<file path="config.mk">
export PLATFORM = sky130hd
export DESIGN_NAME = drive_mode_velocity_limiter
export DESIGN_NICKNAME = d
export VERILOG_FILES = /design/src/design/dmvl_pkg.sv /design/src/design/drive_mode_velocity_limiter.sv
export VERILOG_INCLUDE_DIRS = /design/src /design/src/design
export SDC_FILE = /design/constraint.sdc
export NUM_CORES = 2
export LEC_CHECK = 0
export ABC_AREA = 1
export ABC_CLOCK_PERIOD_IN_PS = 75300
export BUFFER_PORTS_ARGS = -buffer_cell sky130_fd_sc_hd__buf_2
export CAP_MARGIN = 20
export CORE_AREA = 2 2 381 383
export DETAILED_ROUTE_END_ITERATION = 7
export DIE_AREA = 0 0 383 385
export HOLD_SLACK_MARGIN = 0.08
export PLACE_DENSITY = 0.76
export SYNTH_ARGS = -nofsm -noshare
export SYNTH_HDL_FRONTEND = slang
export SYNTH_SLANG_ARGS = --single-unit
</file>
<file path="constraint.sdc">
create_clock -name clk_i -period 75.3 [get_ports clk_i]
set_input_delay 18.825 -clock clk_i [delete_from_list [all_inputs] [get_ports clk_i]]
set_output_delay 18.825 -clock clk_i [all_outputs]
set_load 0.01 [all_outputs]
</file>
<file path="src/design/assert_macros.svh">
// assertion macros for the rtl of the velocity limiter
// no dependencies; included by the modules that carry assertions
`ifndef ASSERT_MACROS_SVH
`define ASSERT_MACROS_SVH

// property must hold at every rising clock edge out of reset
`define DMVL_ASSERT(lbl, clk, rst_n, prop, msg) \
  lbl: assert property (@(posedge clk) disable iff (!rst_n) (prop)) \
    else $error(msg);

// expression must never be true out of reset
`define DMVL_ASSERT_NEVER(lbl, clk, rst_n, expr, msg) \
  lbl: assert property (@(posedge clk) disable iff (!rst_n) !(expr)) \
    else $error(msg);

`endif

</file>
<file path="src/design/dmvl_pkg.sv">
// shared types and constants of the drive mode velocity limiter
// no dependencies; imported by drive_mode_velocity_limiter and the testbench files
`default_nettype none

package dmvl_pkg;

  // field widths of the items and the registers
  localparam int VALUE_W  = 16;
  localparam int MODE_W   = 2;
  localparam int CENTER_W = 11;
  localparam int RADIUS_W = 12;

  // register port
  localparam int APB_ADDR_W = 4;
  localparam int APB_DATA_W = 32;
  localparam int REG_IDX_W  = APB_ADDR_W - 2;

  // register indexes
  localparam logic [REG_IDX_W-1:0] REG_DRIVE_MODE = 2'd0;
  localparam logic [REG_IDX_W-1:0] REG_CENTER_X   = 2'd1;
  localparam logic [REG_IDX_W-1:0] REG_MIN_RADIUS = 2'd2;

  // drive mode codes: everything other than omni reshapes the command
  localparam logic [MODE_W-1:0] MODE_OMNI = 2'd0;

  typedef struct packed {
    logic [VALUE_W-1:0] vel_forward_in;
    logic [VALUE_W-1:0] vel_lateral_in;
    logic [VALUE_W-1:0] yaw_rate_in;
  } vel_cmd_t;

  typedef struct packed {
    logic [VALUE_W-1:0] vel_forward_out;
    logic [VALUE_W-1:0] vel_lateral_out;
    logic [VALUE_W-1:0] yaw_rate_out;
  } vel_res_t;

endpackage

`default_nettype wire

</file>
<file path="src/design/drive_mode_velocity_limiter.sv">
// Drive mode velocity limiter: reshapes a planar velocity command for the configured
// drive mode, limits yaw to the minimum turning radius and derives the lateral part
// from the rotation center offset. Fully pipelined: one item per cycle while no result
// is held in the skid stage. The depth is set by the restoring radius divider, which
// resolves one quotient bit per stage. Results leave through an output register with
// a skid stage, so in_ready_o drops only once a result has been held back there.
// Registers sit on an APB port at byte addresses 0 (drive_mode), 4 (center_x_offset)
// and 8 (min_turn_radius). Depends on dmvl_pkg and assert_macros.svh.
`default_nettype none
`include "assert_macros.svh"

module drive_mode_velocity_limiter import dmvl_pkg::*; #(
  parameter int FRACTION_BITS = 8
) (
  input  wire logic                  clk_i,
  input  wire logic                  rst_ni,
  // command channel
  input  wire logic                  in_valid_i,
  output      logic                  in_ready_o,
  input  wire vel_cmd_t              in_data_i,
  // result channel
  output      logic                  out_valid_o,
  input  wire logic                  out_ready_i,
  output      vel_res_t              out_data_o,
  // register port
  input  wire logic                  psel,
  input  wire logic                  penable,
  input  wire logic                  pwrite,
  input  wire logic [APB_ADDR_W-1:0] paddr,
  input  wire logic [APB_DATA_W-1:0] pwdata,
  output      logic [APB_DATA_W-1:0] prdata,
  output      logic                  pready
);

  localparam int VW     = VALUE_W;
  localparam int NUM_W  = VW + FRACTION_BITS;
  localparam int LIM_W  = VW + RADIUS_W;
  localparam int CMP_W  = (NUM_W > LIM_W) ? NUM_W : LIM_W;
  localparam int REM_W  = RADIUS_W + 1;
  localparam int MW     = VW + CENTER_W;
  localparam int XLIM   = 2 << FRACTION_BITS;
  localparam int STG_B  = 1;
  localparam int STG_D0 = 2;
  localparam int STG_DN = STG_D0 + VW;
  localparam int STG_E  = STG_DN + 1;
  localparam int STG_F  = STG_E + 1;
  localparam int STG_G  = STG_F + 1;
  localparam int NSTG   = STG_G + 1;

  localparam logic signed [MW:0] RND  = (MW+1)'(1) <<< (FRACTION_BITS - 1);
  localparam logic signed [MW:0] VMAX = (MW+1)'($signed({1'b0, {(VW-1){1'b1}}}));
  localparam logic signed [MW:0] VMIN = ~VMAX;

  typedef struct packed {
    logic          omni;
    logic [VW-1:0] v;
    logic [VW-1:0] lat;
    logic [VW-1:0] w;
    logic [VW-1:0] av;
    logic [VW-1:0] aw;
  } stg_a_t;

  typedef struct packed {
    logic             omni;
    logic [VW-1:0]    v;
    logic [VW-1:0]    lat;
    logic [VW-1:0]    w;
    logic [VW-1:0]    aw;
    logic [LIM_W-1:0] lim;
    logic [NUM_W-1:0] num;
  } stg_b_t;

  typedef struct packed {
    logic             omni;
    logic             clip;
    logic [VW-1:0]    v;
    logic [VW-1:0]    lat;
    logic [VW-1:0]    w;
    logic [VW-1:0]    aw;
    logic [REM_W-1:0] rem;
    logic [VW-1:0]    dq;
  } stg_d_t;

  typedef struct packed {
    logic          omni;
    logic [VW-1:0] v;
    logic [VW-1:0] lat;
    logic [VW-1:0] w;
  } stg_e_t;

  typedef struct packed {
    logic          omni;
    logic [VW-1:0] v;
    logic [VW-1:0] lat;
    logic [VW-1:0] w;
    logic [MW-1:0] prod;
  } stg_f_t;

  // ---------------------------------------------------------------- registers
  logic [MODE_W-1:0]          drive_mode_q;
  logic signed [CENTER_W-1:0] center_x_q;
  logic [RADIUS_W-1:0]        min_radius_q;
  logic                       wr_en;
  logic [REG_IDX_W-1:0]       reg_idx;
  logic signed [CENTER_W-1:0] x_clamp;

  assign wr_en   = psel & penable & pwrite;
  assign reg_idx = paddr[APB_ADDR_W-1:2];
  assign pready  = 1'b1;

  always_ff @(posedge clk_i or negedge rst_ni) begin
    if (!rst_ni) begin
      drive_mode_q <= '0;
      center_x_q   <= '0;
      min_radius_q <= '0;
    end else if (wr_en) begin
      case (reg_idx)
        REG_DRIVE_MODE: drive_mode_q <= pwdata[MODE_W-1:0];
        REG_CENTER_X:   center_x_q   <= pwdata[CENTER_W-1:0];
        REG_MIN_RADIUS: min_radius_q <= pwdata[RADIUS_W-1:0];
        default: ;
      endcase
    end
  end

  always_comb begin
    case (reg_idx)
      REG_DRIVE_MODE: prdata = APB_DATA_W'(drive_mode_q);
      REG_CENTER_X:   prdata = APB_DATA_W'($unsigned(center_x_q));
      REG_MIN_RADIUS: prdata = APB_DATA_W'(min_radius_q);
      default:        prdata = '0;
    endcase
  end

  // center offset limited to +-2.0
  always_comb begin
    if (int'(center_x_q) > XLIM) begin
      x_clamp = CENTER_W'(XLIM);
    end else if (int'(center_x_q) < -XLIM) begin
      x_clamp = CENTER_W'(-XLIM);
    end else begin
      x_clamp = center_x_q;
    end
  end

  // ---------------------------------------------------------------- pipeline
  logic            adv;
  logic [NSTG-1:0] vld_q;
  stg_a_t          a_d, a_q;
  stg_b_t          b_d, b_q;
  stg_d_t          d0_d;
  stg_d_t          d_q [VW+1];
  stg_e_t          e_d, e_q;
  stg_f_t          f_d, f_q;
  vel_res_t        g_d, g_q;
  logic            g_omni_q;

  always_ff @(posedge clk_i or negedge rst_ni) begin
    if (!rst_ni) begin
      vld_q <= '0;
    end else if (adv) begin
      vld_q <= {vld_q[NSTG-2:0], in_valid_i};
    end
  end

  // stage a: magnitudes
  always_comb begin
    a_d.omni = (drive_mode_q == MODE_OMNI);
    a_d.v    = in_data_i.vel_forward_in;
    a_d.lat  = in_data_i.vel_lateral_in;
    a_d.w    = in_data_i.yaw_rate_in;
    a_d.av   = a_d.v[VW-1] ? (~a_d.v + 1'b1) : a_d.v;
    a_d.aw   = a_d.w[VW-1] ? (~a_d.w + 1'b1) : a_d.w;
  end

  // stage b: radius times yaw, scaled forward speed
  always_comb begin
    b_d.omni = a_q.omni;
    b_d.v    = a_q.v;
    b_d.lat  = a_q.lat;
    b_d.w    = a_q.w;
    b_d.aw   = a_q.aw;
    b_d.lim  = LIM_W'(min_radius_q) * LIM_W'(a_q.aw);
    b_d.num  = {a_q.av, {FRACTION_BITS{1'b0}}};
  end

  // divider entry: radius test; when it holds, num >> VW is below the radius
  always_comb begin
    d0_d.omni = b_q.omni;
    d0_d.clip = (b_q.w != '0) && (min_radius_q != '0)
                && (CMP_W'(b_q.num) < CMP_W'(b_q.lim));
    d0_d.v    = b_q.v;
    d0_d.lat  = b_q.lat;
    d0_d.w    = b_q.w;
    d0_d.aw   = b_q.aw;
    d0_d.rem  = REM_W'(b_q.num >> VW);
    d0_d.dq   = b_q.num[VW-1:0];
  end

  always_ff @(posedge clk_i) begin
    if (adv) begin
      a_q     <= a_d;
      b_q     <= b_d;
      d_q[0]  <= d0_d;
      e_q     <= e_d;
      f_q     <= f_d;
      g_q     <= g_d;
      g_omni_q <= f_q.omni;
    end
  end

  // restoring divider, one quotient bit per stage
  for (genvar k = 0; k < VW; k++) begin : g_div
    logic [REM_W:0]   trial;
    logic             fits;
    stg_d_t           nxt;

    always_comb begin
      trial    = {d_q[k].rem, d_q[k].dq[VW-1]};
      fits     = trial >= (REM_W+1)'(min_radius_q);
      nxt      = d_q[k];
      nxt.rem  = fits ? REM_W'(trial - (REM_W+1)'(min_radius_q)) : REM_W'(trial);
      nxt.dq   = {d_q[k].dq[VW-2:0], fits};
    end

    always_ff @(posedge clk_i) begin
      if (adv) begin
        d_q[k+1] <= nxt;
      end
    end
  end

  // stage e: limited yaw with its sign kept
  always_comb begin
    e_d.omni = d_q[VW].omni;
    e_d.v    = d_q[VW].v;
    e_d.lat  = d_q[VW].lat;
    if (d_q[VW].clip && !d_q[VW].omni) begin
      e_d.w = d_q[VW].w[VW-1] ? (~d_q[VW].dq + 1'b1) : d_q[VW].dq;
    end else begin
      e_d.w = d_q[VW].w;
    end
  end

  // stage f: yaw times center offset
  logic signed [MW-1:0] w_ext;
  logic signed [MW-1:0] x_ext;

  always_comb begin
    w_ext    = MW'($signed(e_q.w));
    x_ext    = MW'(x_clamp);
    f_d.omni = e_q.omni;
    f_d.v    = e_q.v;
    f_d.lat  = e_q.lat;
    f_d.w    = e_q.w;
    f_d.prod = w_ext * x_ext;
  end

  // stage g: negate, round half up, saturate
  logic signed [MW:0] lat_sum;
  logic signed [MW:0] lat_sh;
  logic [VW-1:0]      lat_sat;

  always_comb begin
    lat_sum = RND - (MW+1)'($signed(f_q.prod));
    lat_sh  = lat_sum >>> FRACTION_BITS;
    if (lat_sh > VMAX) begin
      lat_sat = VMAX[VW-1:0];
    end else if (lat_sh < VMIN) begin
      lat_sat = VMIN[VW-1:0];
    end else begin
      lat_sat = lat_sh[VW-1:0];
    end
    g_d.vel_forward_out = f_q.v;
    g_d.vel_lateral_out = f_q.omni ? f_q.lat : lat_sat;
    g_d.yaw_rate_out    = f_q.w;
  end

  // ---------------------------------------------------------------- output with skid
  logic     out_valid_q, skid_valid_q;
  vel_res_t out_q, skid_q;
  logic     pop, push;

  assign adv  = !skid_valid_q;
  assign pop  = out_valid_q & out_ready_i;
  assign push = adv & vld_q[STG_G];

  always_ff @(posedge clk_i or negedge rst_ni) begin
    if (!rst_ni) begin
      out_valid_q  <= 1'b0;
      skid_valid_q <= 1'b0;
    end else if (skid_valid_q) begin
      if (pop) begin
        skid_valid_q <= 1'b0;
      end
    end else if (push) begin
      if (out_valid_q && !pop) begin
        skid_valid_q <= 1'b1;
      end else begin
        out_valid_q <= 1'b1;
      end
    end else if (pop) begin
      out_valid_q <= 1'b0;
    end
  end

  always_ff @(posedge clk_i) begin
    if (skid_valid_q) begin
      if (pop) begin
        out_q <= skid_q;
      end
    end else if (push) begin
      if (out_valid_q && !pop) begin
        skid_q <= g_q;
      end else begin
        out_q <= g_q;
      end
    end
  end

  assign in_ready_o  = adv;
  assign out_valid_o = out_valid_q;
  assign out_data_o  = out_q;

  // ---------------------------------------------------------------- checks
  `DMVL_ASSERT_NEVER(a_skid_without_out, clk_i, rst_ni,
    skid_valid_q && !out_valid_q, "skid holds an item while output is empty")
  `DMVL_ASSERT(a_clip_below_yaw, clk_i, rst_ni,
    (vld_q[STG_DN] && d_q[VW].clip && !d_q[VW].omni) |-> (d_q[VW].dq < d_q[VW].aw),
    "limited yaw magnitude not below commanded yaw")
  `DMVL_ASSERT(a_zero_yaw_lateral, clk_i, rst_ni,
    (vld_q[STG_G] && !g_omni_q && (g_q.yaw_rate_out == '0)) |-> (g_q.vel_lateral_out == '0),
    "zero yaw gives nonzero lateral output")
  `DMVL_ASSERT(a_stall_freezes, clk_i, rst_ni,
    (skid_valid_q && vld_q[STG_B]) |=> vld_q[STG_B],
    "pipeline item dropped during stall")

endmodule

`default_nettype wire

</file>
; Word-level counts from Yosys, hierarchy flattened
; Memories as Yosys holds them, arrays and structs flattened.
; Index checks and enable logic that the tools add are counted.
[totals]
reg_bits = 508
latchBits = 0
mem_bits_rw = 1615
romBits = 0
inputBits = 91
mem_count = 1
[mem_list]
columns = memory, depth, word_bits, read_ports, rd_ports_with_merged_regs, write_ports, line
row1 = d_q, 17, 95, 17, 0, 17, drive_mode_velocity_limiter.sv:152  ; stg_d_t d_q [VW+1];
[classes]
addsub = 20
mul = 2
n_div = 0
magnitude_cmp = 21
eq_ne = 5
shift = 0
mux = 38
bitwise = 8
n_reduce_logical = 19
[op_table]
columns = op, count
row1 = 14-bit by 12-bit >= comparator with 1-bit output, 16
row2 = 13-bit two-way mux, 16
row3 = 13-bit by 12-bit subtractor with 13-bit output, 16
row4 = 48-bit two-way mux, 4
row5 = 16-bit two-way mux, 5
row6 = 16-bit by 1-bit adder with 16-bit output (second input constant), 3
row7 = 16-bit NOT, 3
row8 = 12-bit case mux with 3 select lines, 1
row9 = 15-bit two-way mux, 2
row10 = 24-bit by 28-bit < comparator with 1-bit output, 1
row11 = 12-bit by 16-bit multiplier with 28-bit output, 1
row12 = 9-bit by 27-bit subtractor with 28-bit output (first input constant), 1
row13 = 16-bit by 11-bit multiplier with 27-bit output, 1
row14 = 11-bit two-way mux, 2
row15 = 20-bit by 16-bit greater-than comparator with 1-bit output (second input constant), 1
row16 = 20-bit by 16-bit < comparator with 1-bit output (second input constant), 1
row17 = 16-bit nonzero test, 1
row18 = 12-bit nonzero test, 1
row19 = 11-bit greater-than comparator (second input constant), 1
row20 = 11-bit by 10-bit < comparator with 1-bit output (second input constant), 1
row21 = 3-bit AND reduction, 3
row22 = 1-bit two-way mux, 8
row23 = 2-bit AND reduction, 3
row24 = 1-bit bitwise AND, 4
row25 = other kinds (9), 17

; Logic depth before layout (Yosys ltp)
[logic_depth]
word_depth = 6
depth_mapped = 29
depth_no_buf = 27

; Worst setup path after synthesis
; Ideal clock, no wire load.
[synth_timing]
path_kind = register to output
start = reg skid_valid_q
end = out in_ready_o
t_arrival_ns = 42.869
required_time_ns = 56.475
path_slack_ns = 13.606
stages_incl_launch_ff = 4
path_buffers = 2
path_cell_list = dfrtp_1 -> clkbuf_1 -> inv_2 -> clkbuf_1
[synth_via]
elab_chain_cells = 1
[synth_rtl]
columns = item, line
row1 = from (decl), drive_mode_velocity_limiter.sv:280  ; logic out_valid_q, skid_valid_q;
row2 = from (signal assigned), drive_mode_velocity_limiter.sv:291  ; skid_valid_q <= 1'b0;
row3 = from (signal assigned), drive_mode_velocity_limiter.sv:294  ; skid_valid_q <= 1'b0;
row4 = from (signal assigned), drive_mode_velocity_limiter.sv:298  ; skid_valid_q <= 1'b1;
row5 = 1-bit logical NOT, drive_mode_velocity_limiter.sv:284  ; assign adv = !skid_valid_q;
row6 = to (decl), drive_mode_velocity_limiter.sv:19  ; output logic in_ready_o,
; Every way passes these cells.

; Final worst setup path
[layout_timing]
start = in paddr[2]
end = out prdata[10]
[layout_via]
elab_chain_cells = 2
word_cells_on_any_way = 4
cone_classes = 2 x eq/ne / 1 x mux / 1 x reduce/logical
[layout_rtl]
columns = item, line
row1 = from (decl), drive_mode_velocity_limiter.sv:29  ; input wire logic [APB_ADDR_W-1:0] paddr,
row2 = "2-bit equality test, or another cell as far along", drive_mode_velocity_limiter.sv:127  ; case (reg_idx)
row3 = 12-bit case mux with 3 select lines (*), drive_mode_velocity_limiter.sv:127
row4 = to (decl), drive_mode_velocity_limiter.sv:31  ; output logic [APB_DATA_W-1:0] prdata,
; Mark *: on every way between the ends. The rest lies on a longest branch, timed or not.

==> impl_metrics.ini <==
[detailed_routing]
wirelength_mm = 142
avgRoutedWirePerCell_um = 17.3
vias_per_cell = 5.25
vias = 43200
drc = 0
first_pass_iters = 6
ant_nets = 0
drt-initial-drc-count = 3465

[cts]
cts_tree = yes
cts.sinks = 1706
ctsResizeCount = 0
clockBufferDepth = 3
postCtsSetupBuffers = 0
cts_hold_buf = 0
root_buffer = clkbuf_16
numCtsBuffers = 168
cts-htree-levels = 4
clk_latency_ns = 0.84
clk_pin_slew_ns = 0.07

[sta]
period_share_pct = 51.4
hold_viol = 0
tightest_slew_ns = 1.14
period_needed_ns = 38.70
fin_setup_tns_ns = 0
rsz0062_at_grt = false
slew_violations = 0
fmax_mhz = 25.8
setup_viol = 0
skew_ns = 0.0691
slew_headroom_pct = 24.3

[finish]
seq_area_um2 = 51000
fin_nets = 6934
final_cells = 8235
area_growth_pct = 10.7
multi_input_area_um2 = 23900
layout-drive-gt1-share_pct = 8.37
fill_cells = 10600
antennaDiodeCount = 0

[global_routing]
antenna_found_initial = 3
grt.overflow.total = 0
first_global_vias = 43600
grt.total_usage_pct = 19.8
grt_max_degree = 214
grt_pass1_wl_mm = 229

[floorplan]
io_pins = 174
core_um2 = 143000
rows = 139
die-area_um2 = 147000
start_util_pct = 54.8
die_y_um = 385
die_w_um = 383

[synthesis]
avgSynthCellArea_um2 = 13.1
yosysWarningCount = 0
synth_flop_cell = edfxtp_1
yosysSeqAreaShare_pct = 65.0
synth-seq-cells = 1706
async_flop_share_pct = 2.87
synth_area_leaders = edfxtp_1, fa_1, nand2_1, ha_1, inv_1
syn-cell-area_um2 = 78400
yosysTopAreaCell = edfxtp_1
synth_edf_count = 1657
synth_top_area_share_pct = 63.5
ys_types = 59
netlist_instances = 5980

[placed_design]
portBuffers = 130
placed_cells = 7926
dpl.hpwl_mm = 96.1
gp_congestion = 0.902

[setup_path]
worst_ep_arrival_time_ns = 19.87
critPathKind = in -> out
cp_max_fo = 9
cp-start-kind = input pin
cp-end-kind = primary output
crit_required_ns = 56.48

[flow_run]
drv_cap = 0

[min_path]
min_path_type = reg -> reg

[status]
status = completed
[critical path, stage by stage]
cell     delay, ns
buf_2         0.09
inv_1         0.05
nor2_1        0.38
inv_1         0.17
o22ai_1       0.17
buf_2         0.18
[through the flow]
step           util [%]  worst slack (ns)  hold WS [ns]  cell area [µm²]
2_1_floorplan         -             13.61         0.400            78500
3_3_place_gp       56.6             36.68         0.400            81000
3_5_place_dp       56.6             36.64         0.405            81000
4_1_cts            60.6             36.63         0.371            86700
5_1_grt            60.6             36.50         0.376            86800
6_report           60.6             36.60         0.381            86800
[layout make-up]
class	count	area share, %
Sequential cell	1706	58.8
Clock buffer	197	4.97
Inverter	733	3.18
Clock inverter	109	1.59
Tap cell	1903	2.74
Timing Repair Buffer	171	1.22
Multi-Input combinational cell	3416	27.6
[cells by family (layout without fill, tap and decap cells)]
logic type,after synthesis,in the layout,share of synthesized area [%]
simple gates,1844,1844,9.60
flops,1706,1706,65.0
buf+inv,877,1210,4.60
compound gates,664,664,4.75
fa+ha+maj,647,647,13.4
xor+xnor,240,240,2.68
other cells,2,21,0.00958
[flip-flops by register name, summed over array words and instances (netlist names), 22 cells and up]
| register | cells |
|---|---|
| vld_q | 22 |
| out_data_o | 48 |
| d_q | 1217 |
| a_q | 79 |
| f_q | 76 |
| b_q | 92 |
| g_q | 48 |
| e_q | 49 |
| skid_q | 48 |
[synthesized netlist by cell type (all sizes together) (19+ instances only)]
cell and count:
edfxtp 1657, nand2 1173, inv 731, nor2 442
ha 330, fa 317, a21oi 313, o21ai 270
xor2 141, nand3 122, xnor2 99, buf 78
clkbuf 66, dfrtp 49, nand4 40, o21bai 25
nor3 22, a21o 19, nor4 19
[placed cells by master (no fill, tap or decap), drive strengths merged, types with 23 or more instances in the layout]
cell,count
nand4,40
bufinv,23
xnor2,99
inv,745
nand3,122
dfrtp,49
nand2,1173
nor2,442
fa,317
ha,330
xor2,141
clkinv,68
edfxtp,1657
a21oi,313
clkbuf,197
buf,171
o21ai,270
o21bai,25
[final timing paths]
kind | from | end | slack (ns) | depth (start not counted)
worst max-delay path | paddr[2] | prdata[10] | 36.60 | 6
worst min-delay path | d_q[0][655] | d_q[0][750] | 0.38 | 0
worst max register to register | center_x_q[10] | f_q[20] | 67.77 | 23
worst min register to register | d_q[0][655] | d_q[0][750] | 0.38 | 0
max in group asynchronous | rst_ni | skid_valid_q | 56.64 | 2
min in group asynchronous | rst_ni | center_x_q[0] | 18.12 | 2
[routing by layer]
layer  wire [µm]  GRT usage, %
met2       69500          32.9
met3        9110          3.93
met4        3720          6.36
met1       60200          26.4
met5           0             0
Power is not shown: default switching activity piles up to over one toggle a cycle in this logic, so the estimate is an artifact.
